### config.mk
export PLATFORM = sky130hd
export DESIGN_NAME = sliding_window_kth_smallest
export DESIGN_NICKNAME = d
export VERILOG_FILES = /design/src/hw/rtl/swkth_pkg.sv /design/src/hw/rtl/swkth_cell.sv /design/src/hw/rtl/sliding_window_kth_smallest.sv
export SDC_FILE = /design/constraint.sdc
export NUM_CORES = 2
export LEC_CHECK = 0
export BUFFER_PORTS_ARGS = -buffer_cell sky130_fd_sc_hd__buf_2
export CORE_ASPECT_RATIO = 1.2
export CORE_UTILIZATION = 67
export CTS_BUF_LIST = sky130_fd_sc_hd__clkbuf_2 sky130_fd_sc_hd__clkbuf_4 sky130_fd_sc_hd__clkbuf_8
export DETAILED_ROUTE_END_ITERATION = 7
export PLACE_DENSITY = 0.81
export SETUP_SLACK_MARGIN = 0.05
export SLEW_MARGIN = 15
export SYNTH_ARGS = -nofsm -noshare
export SYNTH_HDL_FRONTEND = slang
export SYNTH_SLANG_ARGS = --single-unit
### constraint.sdc
create_clock -name clk_i -period 17.34 [get_ports clk_i]
set_input_delay 3.468 -clock clk_i [delete_from_list [all_inputs] [get_ports clk_i]]
set_output_delay 3.468 -clock clk_i [all_outputs]
set_load 0.05 [all_outputs]
### src/hw/rtl/swkth_pkg.sv
// Shared constants and types of the sliding-window rank filter.
// Used by the sorting cell and the top level; depends on nothing.
package swkth_pkg;

  // Configuration register widths and indexes.
  localparam int CFG_W     = 5;
  localparam int CFG_IDX_W = 1;
  localparam logic [CFG_IDX_W-1:0] REG_WINDOW_LENGTH = 1'b0;
  localparam logic [CFG_IDX_W-1:0] REG_RANK          = 1'b1;

  // Reset values of the configuration registers.
  localparam logic [CFG_W-1:0] WINDOW_LENGTH_RST = 5'd3;
  localparam logic [CFG_W-1:0] RANK_RST          = 5'd2;

  // Default sizes.
  localparam int DEF_MAX_WINDOW  = 16;
  localparam int DEF_SAMPLE_BITS = 32;

  // Operation broadcast to every cell in the same cycle.
  typedef struct packed {
    logic ins;  // a new sample enters the row
    logic del;  // the oldest sample leaves the row
  } cell_cmd_t;

  // Flags one cell shows to its neighbors.
  typedef struct packed {
    logic vld;  // the cell holds a sample
    logic le;   // the held sample is less than or equal to the new one
  } cell_nb_t;

endpackage

### src/hw/rtl/swkth_cell.sv
// One cell of the sorted row: holds a sample, its age and a valid flag.
// Depends on swkth_pkg; instantiated in a chain by the top level.
module swkth_cell #(
  parameter int W  = swkth_pkg::DEF_SAMPLE_BITS,
  parameter int AW = 4
) (
  input  logic                 clk_i,
  input  logic                 rst_ni,
  input  swkth_pkg::cell_cmd_t cmd_i,
  input  logic signed [W-1:0]  sample_i,
  input  logic [AW-1:0]        oldest_i,
  input  logic                 shift_i,
  output logic                 shift_o,
  input  swkth_pkg::cell_nb_t  left_nb_i,
  input  logic signed [W-1:0]  left_val_i,
  input  logic [AW-1:0]        left_age_i,
  input  swkth_pkg::cell_nb_t  right_nb_i,
  input  logic signed [W-1:0]  right_val_i,
  input  logic [AW-1:0]        right_age_i,
  output swkth_pkg::cell_nb_t  nb_o,
  output logic signed [W-1:0]  val_o,
  output logic [AW-1:0]        age_o
);

  logic signed [W-1:0] val_q, val_d;
  logic [AW-1:0]       age_q, age_d;
  logic                vld_q, vld_d;
  logic                own_le, my_del, shift, below, prev_below, en;

  // Local compares: order against the new sample, and is this the oldest one.
  assign own_le = vld_q && (val_q <= sample_i);
  assign my_del = cmd_i.del && vld_q && (age_q == oldest_i);
  assign shift  = shift_i | my_del;

  // The row with the oldest removed is the old row shifted left from the hole on.
  // Below the insertion point the cell keeps that content; at it, it takes the
  // new sample; above it, it takes the content of its left neighbor.
  assign below      = !cmd_i.ins || (shift ? right_nb_i.le : own_le);
  assign prev_below = !cmd_i.ins || (shift_i ? own_le : left_nb_i.le);
  assign en         = cmd_i.ins | cmd_i.del;

  always_comb begin
    if (below) begin
      val_d = shift ? right_val_i : val_q;
      age_d = (shift ? right_age_i : age_q) + AW'(cmd_i.ins);
      vld_d = shift ? right_nb_i.vld : vld_q;
    end else if (prev_below) begin
      val_d = sample_i;
      age_d = '0;
      vld_d = 1'b1;
    end else begin
      val_d = shift_i ? val_q : left_val_i;
      age_d = (shift_i ? age_q : left_age_i) + AW'(1'b1);
      vld_d = shift_i ? vld_q : left_nb_i.vld;
    end
  end

  // Valid flag is control state and is cleared by reset.
  always_ff @(posedge clk_i or negedge rst_ni) begin
    if (!rst_ni) begin
      vld_q <= 1'b0;
    end else if (en) begin
      vld_q <= vld_d;
    end
  end

  // Sample value and age are payload.
  always_ff @(posedge clk_i) begin
    if (en) begin
      val_q <= val_d;
      age_q <= age_d;
    end
  end

  assign shift_o = shift;
  assign nb_o    = '{vld: vld_q, le: own_le};
  assign val_o   = val_q;
  assign age_o   = age_q;

endmodule

### src/hw/rtl/sliding_window_kth_smallest.sv
// Top level of the sliding-window rank filter: control, cell row, output word.
// Depends on swkth_pkg and swkth_cell.
//
// Usage:
// Samples arrive on sample_i with sample_valid_i; the block holds them off with
// sample_stall_o. Results leave on kth_value_o with kth_value_valid_o and are
// held off by kth_value_stall_i. Configuration words are written on the cfg
// channel (index 0: window length, index 1: rank), which is always ready;
// write them only while the block is idle.
// Once the window holds window_length samples, each accepted sample yields one
// word: the rank-th smallest sample of the window. Earlier samples yield none.
// A finished word waits in the row until the output register is free or its word is taken, then loads into it.
// Throughput is one sample per cycle while no trim runs and the output is not
// stalled, set by the row of sorting cells, which removes the oldest sample and
// inserts the new one in the same cycle. After the window length is lowered,
// the first sample waits while the extra samples leave the row, oldest first.
// Reset empties the window and loads window length 3 and rank 2.
// While the receiver stalls, the output word holds and one more finished word
// waits inside; then sample_stall_o rises until the output word is taken.
module sliding_window_kth_smallest #(
  parameter int MAX_WINDOW  = swkth_pkg::DEF_MAX_WINDOW,
  parameter int SAMPLE_BITS = swkth_pkg::DEF_SAMPLE_BITS
) (
  input  logic                                clk_i,
  input  logic                                rst_ni,
  input  logic signed [SAMPLE_BITS-1:0]       sample_i,
  input  logic                                sample_valid_i,
  output logic                                sample_stall_o,
  output logic signed [SAMPLE_BITS-1:0]       kth_value_o,
  output logic                                kth_value_valid_o,
  input  logic                                kth_value_stall_i,
  input  logic                                cfg_valid_i,
  output logic                                cfg_ready_o,
  input  logic [swkth_pkg::CFG_IDX_W-1:0]     cfg_index_i,
  input  logic [swkth_pkg::CFG_W-1:0]         cfg_data_i
);

  localparam int AW = (MAX_WINDOW > 1) ? $clog2(MAX_WINDOW) : 1;
  localparam int CW = $clog2(MAX_WINDOW + 1);
  localparam int LW = (CW > swkth_pkg::CFG_W) ? CW : swkth_pkg::CFG_W;

  logic [swkth_pkg::CFG_W-1:0] wlen_q, rank_q;
  logic [CW-1:0]               count_q, count_d, count_m1;
  logic                        drop_pend_q, res_pend_q;
  logic signed [SAMPLE_BITS-1:0] kth_q;
  logic                        kth_vld_q;

  logic [LW-1:0] wlen_x, max_x, len, rank_x, rnk, rnk_m1, cnt_x;
  logic          trim, load_out, acc, del, make_res;
  logic [AW-1:0] oldest, rsel;
  swkth_pkg::cell_cmd_t cmd;

  swkth_pkg::cell_nb_t         nb   [MAX_WINDOW];
  logic signed [SAMPLE_BITS-1:0] val [MAX_WINDOW];
  logic [AW-1:0]               age  [MAX_WINDOW];
  logic                        shift[MAX_WINDOW+1];

  // Configuration registers; the channel never pushes back.
  assign cfg_ready_o = 1'b1;

  always_ff @(posedge clk_i or negedge rst_ni) begin
    if (!rst_ni) begin
      wlen_q <= swkth_pkg::WINDOW_LENGTH_RST;
      rank_q <= swkth_pkg::RANK_RST;
    end else if (cfg_valid_i) begin
      case (cfg_index_i)
        swkth_pkg::REG_WINDOW_LENGTH: wlen_q <= cfg_data_i;
        swkth_pkg::REG_RANK:          rank_q <= cfg_data_i;
        default: ;
      endcase
    end
  end

  // Effective window length and rank after saturation.
  always_comb begin
    wlen_x = LW'(wlen_q);
    max_x  = LW'(MAX_WINDOW);
    rank_x = LW'(rank_q);
    cnt_x  = LW'(count_q);
    if (wlen_x == '0) begin
      len = LW'(1);
    end else if (wlen_x > max_x) begin
      len = max_x;
    end else begin
      len = wlen_x;
    end
    if (rank_x == '0) begin
      rnk = LW'(1);
    end else if (rank_x > len) begin
      rnk = len;
    end else begin
      rnk = rank_x;
    end
    rnk_m1 = rnk - LW'(1);
  end

  assign rsel = rnk_m1[AW-1:0];

  // Handshake and row operation. A lowered window length trims the row one oldest
  // sample per cycle, while no result is pending, before the next one is let in.
  assign trim           = (cnt_x > len) && !res_pend_q;
  assign load_out       = res_pend_q && (!kth_vld_q || !kth_value_stall_i);
  assign sample_stall_o = trim || (res_pend_q && !load_out);
  assign acc            = sample_valid_i && !sample_stall_o;
  assign del            = trim || (acc && (drop_pend_q || (cnt_x >= len)));
  assign cmd            = '{ins: acc, del: del};

  assign count_m1 = count_q - CW'(1);
  assign oldest   = count_m1[AW-1:0];
  assign count_d  = count_q - CW'(del) + CW'(acc);
  assign make_res = acc && (LW'(count_d) == len);

  // Fill count and pending flags.
  always_ff @(posedge clk_i or negedge rst_ni) begin
    if (!rst_ni) begin
      count_q     <= '0;
      drop_pend_q <= 1'b0;
      res_pend_q  <= 1'b0;
      kth_vld_q   <= 1'b0;
    end else begin
      count_q <= count_d;
      if (acc) begin
        drop_pend_q <= make_res;
      end
      if (make_res) begin
        res_pend_q <= 1'b1;
      end else if (load_out) begin
        res_pend_q <= 1'b0;
      end
      if (load_out) begin
        kth_vld_q <= 1'b1;
      end else if (!kth_value_stall_i) begin
        kth_vld_q <= 1'b0;
      end
    end
  end

  // Output word: the selected cell of the sorted row.
  always_ff @(posedge clk_i) begin
    if (load_out) begin
      kth_q <= val[rsel];
    end
  end

  assign kth_value_o       = kth_q;
  assign kth_value_valid_o = kth_vld_q;

  // Row of sorting cells, smallest sample in cell 0.
  assign shift[0] = 1'b0;

  for (genvar i = 0; i < MAX_WINDOW; i++) begin : g_cell
    swkth_pkg::cell_nb_t           l_nb, r_nb;
    logic signed [SAMPLE_BITS-1:0] l_val, r_val;
    logic [AW-1:0]                 l_age, r_age;

    if (i == 0) begin : g_first
      assign l_nb  = '{vld: 1'b1, le: 1'b1};
      assign l_val = '0;
      assign l_age = '0;
    end else begin : g_inner_l
      assign l_nb  = nb[i-1];
      assign l_val = val[i-1];
      assign l_age = age[i-1];
    end

    if (i == MAX_WINDOW - 1) begin : g_last
      assign r_nb  = '{vld: 1'b0, le: 1'b0};
      assign r_val = '0;
      assign r_age = '0;
    end else begin : g_inner_r
      assign r_nb  = nb[i+1];
      assign r_val = val[i+1];
      assign r_age = age[i+1];
    end

    swkth_cell #(
      .W  (SAMPLE_BITS),
      .AW (AW)
    ) u_cell (
      .clk_i       (clk_i),
      .rst_ni      (rst_ni),
      .cmd_i       (cmd),
      .sample_i    (sample_i),
      .oldest_i    (oldest),
      .shift_i     (shift[i]),
      .shift_o     (shift[i+1]),
      .left_nb_i   (l_nb),
      .left_val_i  (l_val),
      .left_age_i  (l_age),
      .right_nb_i  (r_nb),
      .right_val_i (r_val),
      .right_age_i (r_age),
      .nb_o        (nb[i]),
      .val_o       (val[i]),
      .age_o       (age[i])
    );
  end

endmodule

==> flow_metrics.py <==
metrics = {
    "synthesis": {
        "synth_enable_flop_cells": 608,
        "synthCells": 5682,
        "ys_warn_count": 0,
        "yosys_register_bits": 642,
        "synth_common_cells": "edfxtp_1 (608), ha_1 (577), mux2i_1 (447)",
        "synth_nets": 6303,
        "ys_seq_area_share_pct": 32.7,
        "async_flop_share_pct": 5.30,
        "yosysTopAreaCellShare_pct": 31.3,
        "yosys.cell_count.top_type": "edfxtp_1",
        "synth-main-ff-cell": "edfxtp_1",
        "synthTopCellsByArea": "edfxtp_1 (31%), ha_1 (12%), mux2i_1 (7.7%)",
        "ys_types": 100,
        "avgSynthCellArea_um2": 10.3,
        "syn-cell-area_mm2": 0.0584,
        "synth_largest_area_cell": "edfxtp_1",
    },
    "global_route": {
        "antenna_found_initial": 16,
        "grt_pass1_wl_mm": 305,
        "gr-total-overflow": 0,
        "grt_max_degree": 165,
        "grt_pass1_vias": 49532,
        "grt_usage_pct": 45.1,
    },
    "critical_path": {
        "worstSetupPathType": "in -> reg",
        "critPathCaptureType": "flip-flop",
        "r2r_end": "g_cell[7].u_cell.age_o[0]$_DFFE_PP_",
        "r2r-start": "wlen_q[4]$_DFFE_PN0P_",
        "arrival_ns": 9.72,
        "crit_chain": "buf_2, inv_1, ha_1, nand4_1, nor4_1, o2111ai_1, and2_1, a41o_1, or4_4, o21ai_4, buf_4, nor2_1, a211oi_1",
        "slowest_delay_ns": 1.06,
        "critPathLaunchType": "input pin",
        "cpLargestDelayFamily": "simple AND/OR/NAND/NOR gates",
        "rr_worst_depth": 16,
        "rrSetupSlack_ns": 10.60,
        "worstPathMaxFanout": 75,
        "cp.required_ns": 17.95,
        "crit_buf_inv": 3,
        "slowest_stage": "nor4_1",
    },
    "clocking": {
        "holdBufCountCts": 0,
        "root_buffer": "clkbuf_8",
        "h-tree-depth": 3,
        "cts.sinks": 642,
        "clock_latency_ns": 0.84,
        "clk_pin_slew_ns": 0.06,
        "cts_buffers": 115,
        "clk_path_buf_depth": 3,
        "cts_tree": "done",
        "cts_resized": 0,
        "postCtsSetupRepairBufs": 0,
    },
    "cells_and_area": {
        "area_growth_pct": 5.91,
        "nets": 6177,
        "drive_gt1_share_pct": 15.9,
        "n_fill_cell": 6406,
    },
    "hold_path": {
        "hold_path.class": "reg -> reg",
        "min_to": "drop_pend_q$_DFFE_PN0N_",
        "hold_depth": 2,
        "hold_start": "drop_pend_q$_DFFE_PN0N_",
    },
    "sta": {
        "rsz0062_at_grt": "false",
        "relSlewSlack_pct": 15.4,
        "final.setup.tns_ns": 0,
        "finalCritPeriodShare_pct": 52.5,
        "final.min_clock_period_ns": 9.11,
        "fin_worst_skew_ns": 0.0555,
        "hold_viol": 0,
        "fmax_ghz": 0.110,
        "tightest_slew_ns": 1.27,
        "maxSlewViolCount": 0,
        "holdWs_ns": 0.487,
        "setup_violations": 0,
    },
    "drt": {
        "dr.pass1.iters": 6,
        "drtIter0Drc": 6882,
        "vias_per_cell": 7.62,
        "vias": 51800,
        "drc": 0,
        "finalWirelength_mm": 203,
        "detail_route.wl_per_cell_um": 29.9,
        "ant_nets": 0,
    },
    "die": {
        "placementRows": 118,
        "fp.dieArea_mm2": 0.0883,
        "pin_count": 78,
        "die_h_um": 325,
        "core_area_mm2": 0.0862,
        "start_util_pct": 67.7,
        "die_w_um": 271,
    },
    "flow_run": {
        "max_cap_viol_count": 0,
    },
    "placement": {
        "io_buffers": 76,
        "gp_congestion": 1.02,
        "hpwl_mm": 141,
    },
    "status": {
        "outcome": "finished, final reports clean",
    },
}
==> per-layer routing <==
metal | vias up | wire [um] | track usage, %
li1 | 22234 | - | -
met1 | 24687 | 72100 | 57.8
met2 | 3980 | 88300 | 67.1
met3 | 895 | 26500 | 10.2
met4 | 4 | 16600 | 32.5
met5 | - | 32 | 0
==> cell families after synthesis <==
logic type | share of synthesized area, %
compound gates | 17.6
xor+xnor | 2.65
fa+ha+maj | 12.4
buf+inv | 3.86
flops | 32.7
mux | 19.4
other cells | 0.00642
simple gates | 11.3
==> cell type report <==
cell class / count / area, um2 / area share (%)
diodes: 9 / 22.5 / 0.0364
clock buffers: 167 / 1990 / 3.22
clock inverters: 39 / 204 / 0.330
inverters: 105 / 399 / 0.646
multi-input cells: 4502 / 37400 / 60.5
flip-flops and latches: 642 / 19100 / 30.9
well taps: 1140 / 1430 / 2.31
repair buffers: 190 / 1290 / 2.08
==> worst max-delay path by stage <==
stage	endpoint	from	depth (start not counted)	slack, ns
after detailed placement	g_cell[15].u_cell.val_o[3]$_SDFFCE_PN0P_	sample_i[31]	13	7.74
after global routing	g_cell[15].u_cell.val_o[15]$_SDFFCE_PN0P_	sample_i[31]	13	8.20
after global placement	g_cell[15].u_cell.val_o[5]$_SDFFCE_PN0P_	sample_i[31]	13	7.83
after CTS	g_cell[15].u_cell.val_o[15]$_SDFFCE_PN0P_	sample_i[31]	13	8.51
final	g_cell[15].u_cell.val_o[15]$_SDFFCE_PN0P_	sample_i[31]	13	8.23
after floorplan	g_cell[4].u_cell.vld_q$_DFFE_PN0P_	kth_value_stall_i	5	0.26
==> flip-flops by register name (all words and copies together) (netlist names) <==
name	flops
g_cell.u_cell.val_o	512
g_cell.u_cell.age_o	64
kth_value_o	32
g_cell.u_cell.vld_q	16
cnt_x	5
rank_q	5
wlen_q	5
drop_pend_q	1
kth_value_valid_o	1
res_pend_q	1
==> layout by cell type (no fill, tap or decap), types with 25 or more instances in the layout <==
| master | instances |
|---|---|
| buf_2 | 76 |
| ha_1 | 576 |
| edfxtp_1 | 608 |
| o32a_1 | 31 |
| nor3_1 | 108 |
| xnor2_1 | 54 |
| and3_1 | 48 |
| mux4_2 | 160 |
| nor2b_1 | 62 |
| o221ai_1 | 164 |
| nand4_1 | 90 |
| a211oi_1 | 134 |
| or3_1 | 39 |
| nand3_1 | 111 |
| o22ai_1 | 147 |
| o31ai_1 | 78 |
| inv_1 | 100 |
| buf_4 | 110 |
| mux2_2 | 279 |
| mux2i_1 | 447 |
| nor2_1 | 257 |
| clkinv_1 | 25 |
| a21o_1 | 68 |
| xor2_1 | 73 |
| nand2_1 | 385 |
| and2_1 | 43 |
| nand2b_1 | 76 |
| o21ai_0 | 309 |
| a21oi_1 | 346 |
| clkbuf_8 | 118 |
| dfrtp_1 | 31 |
| nor4_1 | 50 |
| a41oi_1 | 35 |
| clkbuf_4 | 49 |
==> worst register-to-register path: cells and delay by family (launching register included) <==
kind | cells | cell delay, ns
AO/OA/AOI/OAI | 7 | 2.71
flip-flops | 1 | 0.46
adder cells (fa/ha/maj) | 1 | 0.33
buffers and inverters | 6 | 2.41
AND/OR/NAND/NOR | 2 | 0.66
==> per-stage QoR <==
| step | utilization, % | cell area [um2] | worst slack [ns] | std cells |
|---|---|---|---|---|
| after floorplan | - | 58400 | 0.257 | 5682 |
| after global placement | 69.1 | 59600 | 7.83 | 6579 |
| after detailed placement | 69.1 | 59600 | 7.74 | 6579 |
| after CTS | 71.7 | 61800 | 8.51 | 6785 |
| after global routing | 71.7 | 61800 | 8.20 | 6793 |
| final | 71.7 | 61800 | 8.23 | 6794 |
Power is left out: the tool's default activity adds up to more than one toggle a clock period on the data nets, which glitch-free logic cannot reach.
